**src/design/wsd_pkg.sv**
```systemverilog
package wsd_pkg;

    localparam int LEN_BITS = 32;
    localparam int ACC_BITS = 64;
    localparam int CFG_BITS = 32;

    localparam logic [CFG_BITS-1:0] MAX_LEN_RESET = 32'd65536;

    localparam logic [7:0] FHB_TEXT_FINAL = 8'h81;
    localparam logic [6:0] LEN7_EXT16     = 7'd126;
    localparam logic [6:0] LEN7_EXT64     = 7'd127;
    localparam logic [3:0] EXT16_BYTES    = 4'd2;
    localparam logic [3:0] EXT64_BYTES    = 4'd8;

    localparam logic [3:0] OP_BINARY = 4'h2;
    localparam logic [3:0] OP_CLOSE  = 4'h8;

    typedef enum logic [2:0] {
        ERR_NONE     = 3'd0,
        ERR_UNMASKED = 3'd1,
        ERR_LONG     = 3'd2,
        ERR_CLOSE    = 3'd3,
        ERR_BINARY   = 3'd4,
        ERR_NOT_NUL  = 3'd5
    } err_t;

    typedef enum logic [2:0] {
        PH_START   = 3'd0,
        PH_LEN1    = 3'd1,
        PH_LENEXT  = 3'd2,
        PH_MASK    = 3'd3,
        PH_PAYLOAD = 3'd4,
        PH_SKIP    = 3'd5
    } phase_t;

    typedef struct packed {
        logic [7:0] out_byte;
        logic       frame_end;
        logic       frame_final;
        err_t       error_code;
    } res_t;

    typedef struct packed {
        logic full;
        logic empty;
    } q_status_t;

endpackage

```
**src/design/wsd_front.sv**
```systemverilog
module wsd_front (
    input  logic                          aclk,
    input  logic                          aresetn,
    input  logic                          s_valid,
    output logic                          s_ready,
    input  logic [7:0]                    s_in_byte,
    input  logic                          cfg_valid,
    output logic                          cfg_ready,
    input  logic [wsd_pkg::CFG_BITS-1:0]  cfg_max_frame_len,
    input  wsd_pkg::q_status_t            q_status,
    output logic                          push_valid,
    output wsd_pkg::res_t                 push_item
);

    wsd_pkg::phase_t                  phase_reg, phase_next;
    logic [7:0]                       fhb_reg, fhb_next;
    logic [wsd_pkg::ACC_BITS-1:0]     acc_reg, acc_next;
    logic [3:0]                       ext_reg, ext_next;
    logic [31:0]                      key_reg, key_next;
    logic [2:0]                       seen_reg, seen_next;
    logic [wsd_pkg::LEN_BITS-1:0]     pos_reg, pos_next;
    logic [wsd_pkg::LEN_BITS-1:0]     len_reg, len_next;
    logic                             halted_reg, halted_next;
    logic [wsd_pkg::CFG_BITS-1:0]     max_len_reg;

    logic                             accept;
    logic                             res_valid;
    wsd_pkg::res_t                    res;
    logic [6:0]                       len7;
    logic [wsd_pkg::ACC_BITS-1:0]     acc_shift;
    logic [3:0]                       ext_dec;
    logic [31:0]                      key_shift;
    logic [2:0]                       seen_inc;
    logic [wsd_pkg::LEN_BITS-1:0]     pos_inc;
    logic [1:0]                       key_sel;
    logic [7:0]                       data;
    logic                             last;
    logic [3:0]                       op;

    function automatic logic len_bad(input logic [wsd_pkg::ACC_BITS-1:0] len,
                                     input logic [wsd_pkg::CFG_BITS-1:0] max_len);
        return (len[wsd_pkg::ACC_BITS-1:wsd_pkg::CFG_BITS] != '0)
            || (len[wsd_pkg::CFG_BITS-1:0] > max_len)
            || (len[wsd_pkg::ACC_BITS-1:wsd_pkg::LEN_BITS] != '0);
    endfunction

    assign s_ready   = !q_status.full;
    assign cfg_ready = 1'b1;
    assign accept    = s_valid && s_ready;

    assign len7      = s_in_byte[6:0];
    assign acc_shift = {acc_reg[wsd_pkg::ACC_BITS-9:0], s_in_byte};
    assign ext_dec   = ext_reg - 4'd1;
    assign key_shift = {key_reg[23:0], s_in_byte};
    assign seen_inc  = seen_reg + 3'd1;
    assign pos_inc   = pos_reg + {{(wsd_pkg::LEN_BITS-1){1'b0}}, 1'b1};
    assign key_sel   = 2'd3 - pos_reg[1:0];
    assign data      = s_in_byte ^ key_reg[{key_sel, 3'b000} +: 8];
    assign last      = (pos_inc == len_reg);
    assign op        = fhb_reg[3:0];

    always_comb begin
        phase_next  = phase_reg;
        fhb_next    = fhb_reg;
        acc_next    = acc_reg;
        ext_next    = ext_reg;
        key_next    = key_reg;
        seen_next   = seen_reg;
        pos_next    = pos_reg;
        len_next    = len_reg;
        halted_next = halted_reg;
        res_valid   = 1'b0;
        res         = '{out_byte: 8'd0, frame_end: 1'b0, frame_final: 1'b0,
                        error_code: wsd_pkg::ERR_NONE};
        case (phase_reg)
            wsd_pkg::PH_LEN1: begin
                if (!s_in_byte[7]) begin
                    res_valid      = 1'b1;
                    res.error_code = wsd_pkg::ERR_UNMASKED;
                end else if (len7 == wsd_pkg::LEN7_EXT16) begin
                    ext_next   = wsd_pkg::EXT16_BYTES;
                    phase_next = wsd_pkg::PH_LENEXT;
                end else if (len7 == wsd_pkg::LEN7_EXT64) begin
                    ext_next   = wsd_pkg::EXT64_BYTES;
                    phase_next = wsd_pkg::PH_LENEXT;
                end else if (len_bad({{(wsd_pkg::ACC_BITS-7){1'b0}}, len7}, max_len_reg)) begin
                    res_valid      = 1'b1;
                    res.error_code = wsd_pkg::ERR_LONG;
                end else begin
                    len_next   = {{(wsd_pkg::LEN_BITS-7){1'b0}}, len7};
                    phase_next = wsd_pkg::PH_MASK;
                end
            end
            wsd_pkg::PH_LENEXT: begin
                acc_next = acc_shift;
                ext_next = ext_dec;
                if (ext_dec == 4'd0) begin
                    if (len_bad(acc_shift, max_len_reg)) begin
                        res_valid      = 1'b1;
                        res.error_code = wsd_pkg::ERR_LONG;
                    end else begin
                        len_next   = acc_shift[wsd_pkg::LEN_BITS-1:0];
                        phase_next = wsd_pkg::PH_MASK;
                    end
                end
            end
            wsd_pkg::PH_MASK: begin
                key_next  = key_shift;
                seen_next = seen_inc;
                if (seen_inc[2]) begin
                    if (op == wsd_pkg::OP_CLOSE) begin
                        res_valid      = 1'b1;
                        res.error_code = wsd_pkg::ERR_CLOSE;
                    end else if (op == wsd_pkg::OP_BINARY) begin
                        res_valid      = 1'b1;
                        res.error_code = wsd_pkg::ERR_BINARY;
                    end else if (len_reg == '0) begin
                        phase_next = wsd_pkg::PH_START;
                    end else if (op > wsd_pkg::OP_BINARY) begin
                        phase_next = wsd_pkg::PH_SKIP;
                    end else begin
                        phase_next = wsd_pkg::PH_PAYLOAD;
                    end
                end
            end
            wsd_pkg::PH_SKIP: begin
                pos_next = pos_inc;
                if (last) begin
                    phase_next = wsd_pkg::PH_START;
                end
            end
            wsd_pkg::PH_PAYLOAD: begin
                pos_next  = pos_inc;
                res_valid = 1'b1;
                if (last && fhb_reg == wsd_pkg::FHB_TEXT_FINAL && data != 8'd0) begin
                    res.error_code = wsd_pkg::ERR_NOT_NUL;
                end else begin
                    res.out_byte    = data;
                    res.frame_end   = last;
                    res.frame_final = fhb_reg[7];
                    if (last) begin
                        phase_next = wsd_pkg::PH_START;
                    end
                end
            end
            default: begin
                fhb_next   = s_in_byte;
                acc_next   = '0;
                ext_next   = 4'd0;
                key_next   = 32'd0;
                seen_next  = 3'd0;
                pos_next   = '0;
                len_next   = '0;
                phase_next = wsd_pkg::PH_LEN1;
            end
        endcase
        if (res_valid && res.error_code != wsd_pkg::ERR_NONE) begin
            halted_next = 1'b1;
        end
    end

    assign push_valid = accept && !halted_reg && res_valid;
    assign push_item  = res;

    always_ff @(posedge aclk) begin
        if (!aresetn) begin
            phase_reg   <= wsd_pkg::PH_START;
            fhb_reg     <= 8'd0;
            acc_reg     <= '0;
            ext_reg     <= 4'd0;
            key_reg     <= 32'd0;
            seen_reg    <= 3'd0;
            pos_reg     <= '0;
            len_reg     <= '0;
            halted_reg  <= 1'b0;
            max_len_reg <= wsd_pkg::MAX_LEN_RESET;
        end else begin
            if (cfg_valid) begin
                max_len_reg <= cfg_max_frame_len;
            end
            if (accept && !halted_reg) begin
                phase_reg  <= phase_next;
                fhb_reg    <= fhb_next;
                acc_reg    <= acc_next;
                ext_reg    <= ext_next;
                key_reg    <= key_next;
                seen_reg   <= seen_next;
                pos_reg    <= pos_next;
                len_reg    <= len_next;
                halted_reg <= halted_next;
            end
        end
    end

endmodule

```
**src/design/wsd_queue.sv**
```systemverilog
module wsd_queue (
    input  logic                aclk,
    input  logic                aresetn,
    input  logic                push_valid,
    input  wsd_pkg::res_t       push_item,
    input  logic                pop,
    output wsd_pkg::res_t       head_item,
    output wsd_pkg::q_status_t  q_status
);

    wsd_pkg::res_t  entry_reg [2];
    logic           wr_ptr_reg, wr_ptr_next;
    logic           rd_ptr_reg, rd_ptr_next;
    logic [1:0]     count_reg, count_next;
    logic           do_push;
    logic           do_pop;

    assign q_status.full  = (count_reg == 2'd2);
    assign q_status.empty = (count_reg == 2'd0);
    assign do_push        = push_valid && !q_status.full;
    assign do_pop         = pop && !q_status.empty;
    assign head_item      = entry_reg[rd_ptr_reg];

    always_comb begin
        wr_ptr_next = wr_ptr_reg ^ do_push;
        rd_ptr_next = rd_ptr_reg ^ do_pop;
        count_next  = count_reg + {1'b0, do_push} - {1'b0, do_pop};
    end

    always_ff @(posedge aclk) begin
        if (do_push) begin
            entry_reg[wr_ptr_reg] <= push_item;
        end
    end

    always_ff @(posedge aclk) begin
        if (!aresetn) begin
            wr_ptr_reg <= 1'b0;
            rd_ptr_reg <= 1'b0;
            count_reg  <= 2'd0;
        end else begin
            wr_ptr_reg <= wr_ptr_next;
            rd_ptr_reg <= rd_ptr_next;
            count_reg  <= count_next;
        end
    end

endmodule

```
**src/design/wsd_back.sv**
```systemverilog
module wsd_back (
    input  logic                aclk,
    input  logic                aresetn,
    input  wsd_pkg::q_status_t  q_status,
    input  wsd_pkg::res_t       head_item,
    output logic                pop,
    output logic                m_valid,
    input  logic                m_ready,
    output logic [7:0]          m_out_byte,
    output logic                m_frame_end,
    output logic                m_frame_final,
    output logic [2:0]          m_error_code
);

    logic           valid_reg;
    wsd_pkg::res_t  item_reg;

    assign pop           = !q_status.empty && (!valid_reg || m_ready);
    assign m_valid       = valid_reg;
    assign m_out_byte    = item_reg.out_byte;
    assign m_frame_end   = item_reg.frame_end;
    assign m_frame_final = item_reg.frame_final;
    assign m_error_code  = item_reg.error_code;

    always_ff @(posedge aclk) begin
        if (pop) begin
            item_reg <= head_item;
        end
    end

    always_ff @(posedge aclk) begin
        if (!aresetn) begin
            valid_reg <= 1'b0;
        end else if (pop) begin
            valid_reg <= 1'b1;
        end else if (m_ready) begin
            valid_reg <= 1'b0;
        end
    end

endmodule

```
**src/design/websocket_client_frame_deframer.sv**
```systemverilog
// A result is queued when its byte is accepted and then loaded into the output register.
// Throughput: one byte per cycle while the queue is not full (s_ready is low when it is full).
// A two-entry queue and an output register let the parser run while m_ready is low.
// Reset: aresetn is synchronous, active low; it clears the parser, the queue and the halt flag.
// Reset also restores max_frame_len to 65536.
module websocket_client_frame_deframer (
    input  logic                          aclk,
    input  logic                          aresetn,
    input  logic                          s_valid,
    output logic                          s_ready,
    input  logic [7:0]                    s_in_byte,
    input  logic                          cfg_valid,
    output logic                          cfg_ready,
    input  logic [wsd_pkg::CFG_BITS-1:0]  cfg_max_frame_len,
    output logic                          m_valid,
    input  logic                          m_ready,
    output logic [7:0]                    m_out_byte,
    output logic                          m_frame_end,
    output logic                          m_frame_final,
    output logic [2:0]                    m_error_code
);

    wsd_pkg::q_status_t  q_status;
    logic                push_valid;
    wsd_pkg::res_t       push_item;
    logic                pop;
    wsd_pkg::res_t       head_item;

    wsd_front u_front (
        .aclk              (aclk),
        .aresetn           (aresetn),
        .s_valid           (s_valid),
        .s_ready           (s_ready),
        .s_in_byte         (s_in_byte),
        .cfg_valid         (cfg_valid),
        .cfg_ready         (cfg_ready),
        .cfg_max_frame_len (cfg_max_frame_len),
        .q_status          (q_status),
        .push_valid        (push_valid),
        .push_item         (push_item)
    );

    wsd_queue u_queue (
        .aclk       (aclk),
        .aresetn    (aresetn),
        .push_valid (push_valid),
        .push_item  (push_item),
        .pop        (pop),
        .head_item  (head_item),
        .q_status   (q_status)
    );

    wsd_back u_back (
        .aclk          (aclk),
        .aresetn       (aresetn),
        .q_status      (q_status),
        .head_item     (head_item),
        .pop           (pop),
        .m_valid       (m_valid),
        .m_ready       (m_ready),
        .m_out_byte    (m_out_byte),
        .m_frame_end   (m_frame_end),
        .m_frame_final (m_frame_final),
        .m_error_code  (m_error_code)
    );

endmodule
```
**config.mk**
```make
export PLATFORM = sky130hd
export DESIGN_NAME = websocket_client_frame_deframer
export DESIGN_NICKNAME = d
export VERILOG_FILES = /design/src/design/wsd_pkg.sv /design/src/design/wsd_front.sv /design/src/design/wsd_queue.sv /design/src/design/wsd_back.sv /design/src/design/websocket_client_frame_deframer.sv
export SDC_FILE = /design/constraint.sdc
export NUM_CORES = 1
export LEC_CHECK = 0
export BUFFER_PORTS_ARGS = -buffer_cell sky130_fd_sc_hd__buf_4
export CORE_MARGIN = 5
export CORE_UTILIZATION = 50
export CTS_CLUSTER_DIAMETER = 50
export DETAILED_ROUTE_END_ITERATION = 8
export GPL_ROUTABILITY_DRIVEN = 0
export PLACE_DENSITY = 0.67
export SYNTH_ARGS = -nofsm -noshare
export SYNTH_HDL_FRONTEND = slang
export SYNTH_SLANG_ARGS = --single-unit
```
**constraint.sdc**
```tcl
create_clock -name aclk -period 9.69 [get_ports aclk]
set_input_delay 1.938 -clock aclk [delete_from_list [all_inputs] [get_ports aclk]]
set_output_delay 1.938 -clock aclk [all_outputs]
set_load 0.005 [all_outputs]
```
Word level (Yosys, flattened, before mapping)
Memory sizes are Yosys's and may differ from the RTL's. A register that Yosys moved wholly into a read port is not among the register bits.
Cells that the tools add are included.

storage, ports and cells
  bits in registers = 208
  latch bits = 0
  RAM bits = 26
  bits in read-only memories = 0
  input bits = 45
  output and inout port bits = 16
  logic and storage cells = 150
  memories = 1

memories
  memory             words  width  read ports  clocked after Yosys merged registers in  write ports  RTL line         text
  u_queue.entry_reg  2      13     1           1                                        1            wsd_queue.sv:11  wsd_pkg::res_t entry_reg [2];

cells by class
  add/subtract/negate cells = 6
  multipliers = 0
  divide/modulo/power cells = 0
  order comparisons = 3
  equality and inequality tests = 24
  shift-type cells = 1
  muxes and demuxes = 56
  bitwise gates (word level) = 8
  reduce and logical (&&, ||, !) cells = 37

operators by type and width
  kind                                           number
  two-way mux 32 bit                             6
  case mux 32 bit (2 select lines)               2
  case mux 56 bit (2 select lines)               1
  case mux 32 bit (3 select lines)               1
  two-way mux 3 bit                              20
  adder 32 x 1 -> 32 bit, second input constant  1
  == test 32 bit                                 1
  > comparator 32 bit                            1
  > comparator 7 x 32 -> 1 bit                   1
  zero test 32 bit                               1
  nonzero test 32 bit                            1
  variable part select 32 x 6 -> 8 bit           1
  two-way mux 10 bit                             2
  != test 2 bit, second input constant           8
  case mux 3 bit (5 select lines)                1
  == test 7 bit, second input constant           2
  two-way mux 1 bit                              14
  two-way mux 4 bit                              3
  case mux 3 bit (4 select lines)                1
  case mux 4 bit (3 select lines)                1
  AND reduction 2 bit                            5
  logical AND 1 bit                              9
  AND reduction 9 bit                            1
  == test 8 bit, second input constant           1
  other kinds (34)                               50

Logic depth before layout (Yosys ltp)
  depth after elaboration = 10
  depth in mapped cells = 14
  mapped depth without buffers = 13

By module
A second synthesis with hierarchy kept.

second synthesis, totals
  cells, all modules = 1485
  area total of the unflattened synthesis = 12623.4 um^2

modules (own cells, without submodules)
  module     instances  cells each  area an instance (um^2)  sequential area each (um^2)
  wsd_front  1          1403        10990.5                  4063.9
  wsd_queue  1          65          1198.6                   880.8
  wsd_back   1          17          434.2                    410.4

Worst setup path after synthesis
No wires, ideal clock.

  path kind = input to register
  from = input port s_in_byte[0]
  to = memory u_queue.entry_reg[0][0] (netlist bit) (enable)
  setup time = 0.361 ns
  arrival = 4.126 ns
  required time = 9.329 ns
  setup slack = 5.204 ns
  stages on the path = 9
  path buffers = 1
  path through = clkbuf_1 > inv_1 > ha_1 > nand3b_1 > a211o_1 > a2111o_1 > o22a_1 > a41oi_1 > ha_1

on the way
  cells in the longest elaborated chain, start to end = 10
  elaborated cells between the ends (all ways) = 17
  classes of those cells = order compare (2); eq/ne (2); mux (9); reduce/logical (4)

RTL lines
  what                                                                        RTL line                               text
  start: declaration                                                          websocket_client_frame_deframer.sv:11  input logic [7:0] s_in_byte,
  > comparator 7 x 32 -> 1 bit / > comparator 32 bit (equally long branches)  wsd_front.sv:43                        || (len[wsd_pkg::CFG_BITS-1:0] > max_len)
  two-way mux 1 bit / logical OR 1 bit (equally long branches)                wsd_front.sv:86, wsd_front.sv:43
  two-way mux 1 bit / logical OR 1 bit (equally long branches)                wsd_front.sv:83, wsd_front.sv:44
  two-way mux 1 bit, on equally long branches                                 wsd_front.sv:80, wsd_front.sv:98
  two-way mux 1 bit, on equally long branches                                 wsd_front.sv:77, wsd_front.sv:97
  case mux 1 bit (4 select lines) (*)                                         wsd_front.sv:75                        case (phase_reg)
  logical AND 1 bit (*)                                                       wsd_front.sv:162                       assign push_valid = accept && !halted_reg && res_valid;
  logical AND 1 bit (*)                                                       wsd_queue.sv:20                        assign do_push = push_valid && !q_status.full;
  two-way mux 1 bit (*)                                                       wsd_queue.sv:31                        if (do_push) begin
  two-way mux 1 bit (not written as such) (*)                                 wsd_queue.sv:32                        entry_reg[wr_ptr_reg] <= push_item;
  end: declaration                                                            wsd_queue.sv:11

Mark *: on every way between the ends. The rest lies on a longest branch, timed or not.

Final worst setup path
  from = input port s_in_byte[6]
  to = memory u_queue.entry_reg[1][10] (netlist bit) (enable)

The elaborated chain is that of the path after synthesis.

==> flow_summary.yaml <==
clocking:
  clk_latency_ns: 0.56
  numCtsBuffers: 31
  postCtsHoldBufs: 0
  clk_path_buf_depth: 3
  post_cts_buffers: 0
  clk_pin_slew_ns: 0.06
  cts_root_buf: "clkbuf_16"
  h-tree-depth: 1
  cts_tree: "built"
  clock-sinks: 247
  cts_resized: 0
floorplan:
  ios: 61
  start_util: 0.510
  core_mm2: 0.0253
  die_y_um: 171
  dieWidth_um: 171
  fp-row-count: 58
  die-area_mm2: 0.0291
synthesis:
  yosysSeqAreaShare: 0.414
  synth_mux_area_frac: 0.0789
  synth_warnings: 0
  synth_cells: 1442
  avgSynthCellArea_um2: 8.94
  synth_flop_cell: "dfxtp_1"
  synth_fp_nets: 1527
  ys_async_sr_fraction: 0
  synthSimpleGateAreaFrac: 0.251
  synth_area_mm2: 0.0129
  synth_top_family_by_area: "simple AND/OR/NAND/NOR gates"
  synth_compound_gate_area_share: 0.135
  synthAdderAreaFrac: 0.0388
  yosys_register_bits: 247
  synth-edff-count: 39
  yosys.area_share.xor_xnor: 0.0360
  ys_types: 86
route:
  drc: 0
  ant_nets: 0
  drt-total-wl_mm: 31.5
  detail_route.first_pass.iterations: 5
  drt_iter0_drc: 617
  viasPerCell: 5.76
  wl_per_cell_um: 17.5
  vias: 10300
critical_path:
  arrival_ns: 4.60
  cp-end-kind: "flop"
  cp.required_ns: 9.88
  crit_fanout: 13
  path_class: "in -> reg"
  critPathLaunchType: "input port"
placement:
  place_inst: 1739
  dp_hpwl_mm: 22.0
  io_buffers: 59
global_routing:
  grt-ovfl-total: 0
  grt_pass1_wl_mm: 51.8
  antenna_found_initial: 0
  grt_usage: 0.215
  grt_pass1_vias: 9746
  grt_max_degree: 92
sta:
  finalSetupViolations: 0
  fmax_mhz: 227
  skew_ns: 0.00789
  tightest_slew_ns: 1.23
  maxSlewHeadroom: 0.180
  fin_crit_ns: 4.41
  hold_viol: 0
  slew_viol_final: 0
  period_share: 0.455
  rsz0062_at_grt: "false"
  tns_ns: 0
worst_hold_path:
  holdCritPathClass: "reg -> reg"
final_layout:
  final_cell_mix: "dfxtp_1 (208), nand2_1 (174), nand3_1 (97), a21boi_0 (92), nor2b_1 (73)"
  drive_above_1_share: 0.117
  largest_reg_flops: 56
  multiInputGateArea_mm2: 0.00698
  nets: 1527
  final_common_cell: "dfxtp_1"
  utilization: 0.573
  post_layout_nonfiller_instances: 1797
  fill_cells: 2284
  seqCellArea_mm2: 0.00534
  layout-area-overhead-vs-synth_pct: 12.3
  diodes: 0
power:
  p_total_mw: 2.98
  vdd_ir_drop_max_mv: 0.124
  power_density_mw_per_mm2: 206
  p_leak_nw: 5.30
run_status:
  status: "completed"
run:
  drv_cap: 0
==> cells in the mapped netlist, drive strengths merged, types with 5 or more instances <==
master / count / area share
and4: 5 / 0.0035
nor2b: 73 / 0.035
or3: 11 / 0.0054
a21oi: 54 / 0.021
and3: 12 / 0.0059
nand3: 98 / 0.039
inv: 45 / 0.013
nand2b: 12 / 0.0058
mux4: 8 / 0.014
clkbuf: 82 / 0.024
dfxtp: 208 / 0.32
a311oi: 7 / 0.0048
nor3: 33 / 0.014
a31oi: 5 / 0.0024
a21boi: 93 / 0.054
a21o: 5 / 0.0029
xor2: 17 / 0.012
and2: 33 / 0.016
nor4: 41 / 0.024
mux2: 13 / 0.011
nor2: 66 / 0.019
nand2: 174 / 0.051
xnor2: 36 / 0.024
ha: 40 / 0.039
o21ai: 40 / 0.016
mux2i: 69 / 0.054
nand4: 25 / 0.014
buf: 20 / 0.0086
edfxtp: 39 / 0.091
==> cells by family (layout without fill, tap and decap cells) <==
family,Yosys count,in the layout
other,1,1
muxes,90,90
AOI/OAI and AO/OA,255,255
and+or+nand+nor,609,609
DFF,247,247
buffers and inverters,147,172
adders and majority gates,40,40
xor gates and xnor gates,53,53
==> worst paths after layout <==
kind,depth (start not counted),to,slack [ns],from
setup / recovery,10,u_queue.entry_reg[1][10],5.28,s_in_byte[6]
hold / removal,2,u_front.key_reg[30],0.46,u_front.key_reg[30]
setup reg to reg,9,u_queue.entry_reg[0][2],5.56,u_front.pos_reg[0]
hold reg to reg,2,u_front.key_reg[30],0.46,u_front.key_reg[30]
==> per-stage QoR <==
stage / area [um^2] / hold WS, ns / setup WS, ns
after global routing: 14500 / 0.482 / 5.04
after floorplan: 12900 / 0.438 / 5.20
final: 14500 / 0.464 / 5.28
after CTS: 14500 / 0.468 / 5.31
after detailed placement: 13400 / 0.462 / 4.74
after global placement: 13400 / 0.447 / 4.82
==> critical path: stages <==
cell	delay [ns]
buf_4	0.14
ha_1	0.34
nand3_1	0.12
a211o_1	0.26
nand2_1	0.07
a221oi_1	0.07
a21oi_1	0.49
nand2b_1	0.16
a41oi_1	0.38
ha_1	0.61
==> power by group <==
group          internal (mW)  total [mW]  switching (mW)
Combinational          0.233       0.639           0.406
Clock                  0.700        1.16           0.461
Sequential              1.12        1.18          0.0625
==> final cells by class <==
cell class | instances | share of cell area
tap | 330 | 0.0285
clock buffer | 41 | 0.0610
sequential | 247 | 0.369
inverter | 45 | 0.0117
multi-input combinational | 1048 | 0.482
clock inverter | 17 | 0.0121
timing repair buffer | 69 | 0.0358
==> metal layers <==
| layer | wire (um) | up-vias | GRT usage |
|---|---|---|---|
| met3 | 1830 | 37 | 0.0330 |
| met4 | 483 | 0 | 0.0427 |
| met2 | 13800 | 256 | 0.335 |
| met5 | 0 | - | 0 |
| li1 | - | 5126 | - |
| met1 | 15300 | 4928 | 0.321 |
Power figures use the tool's default switching activity.
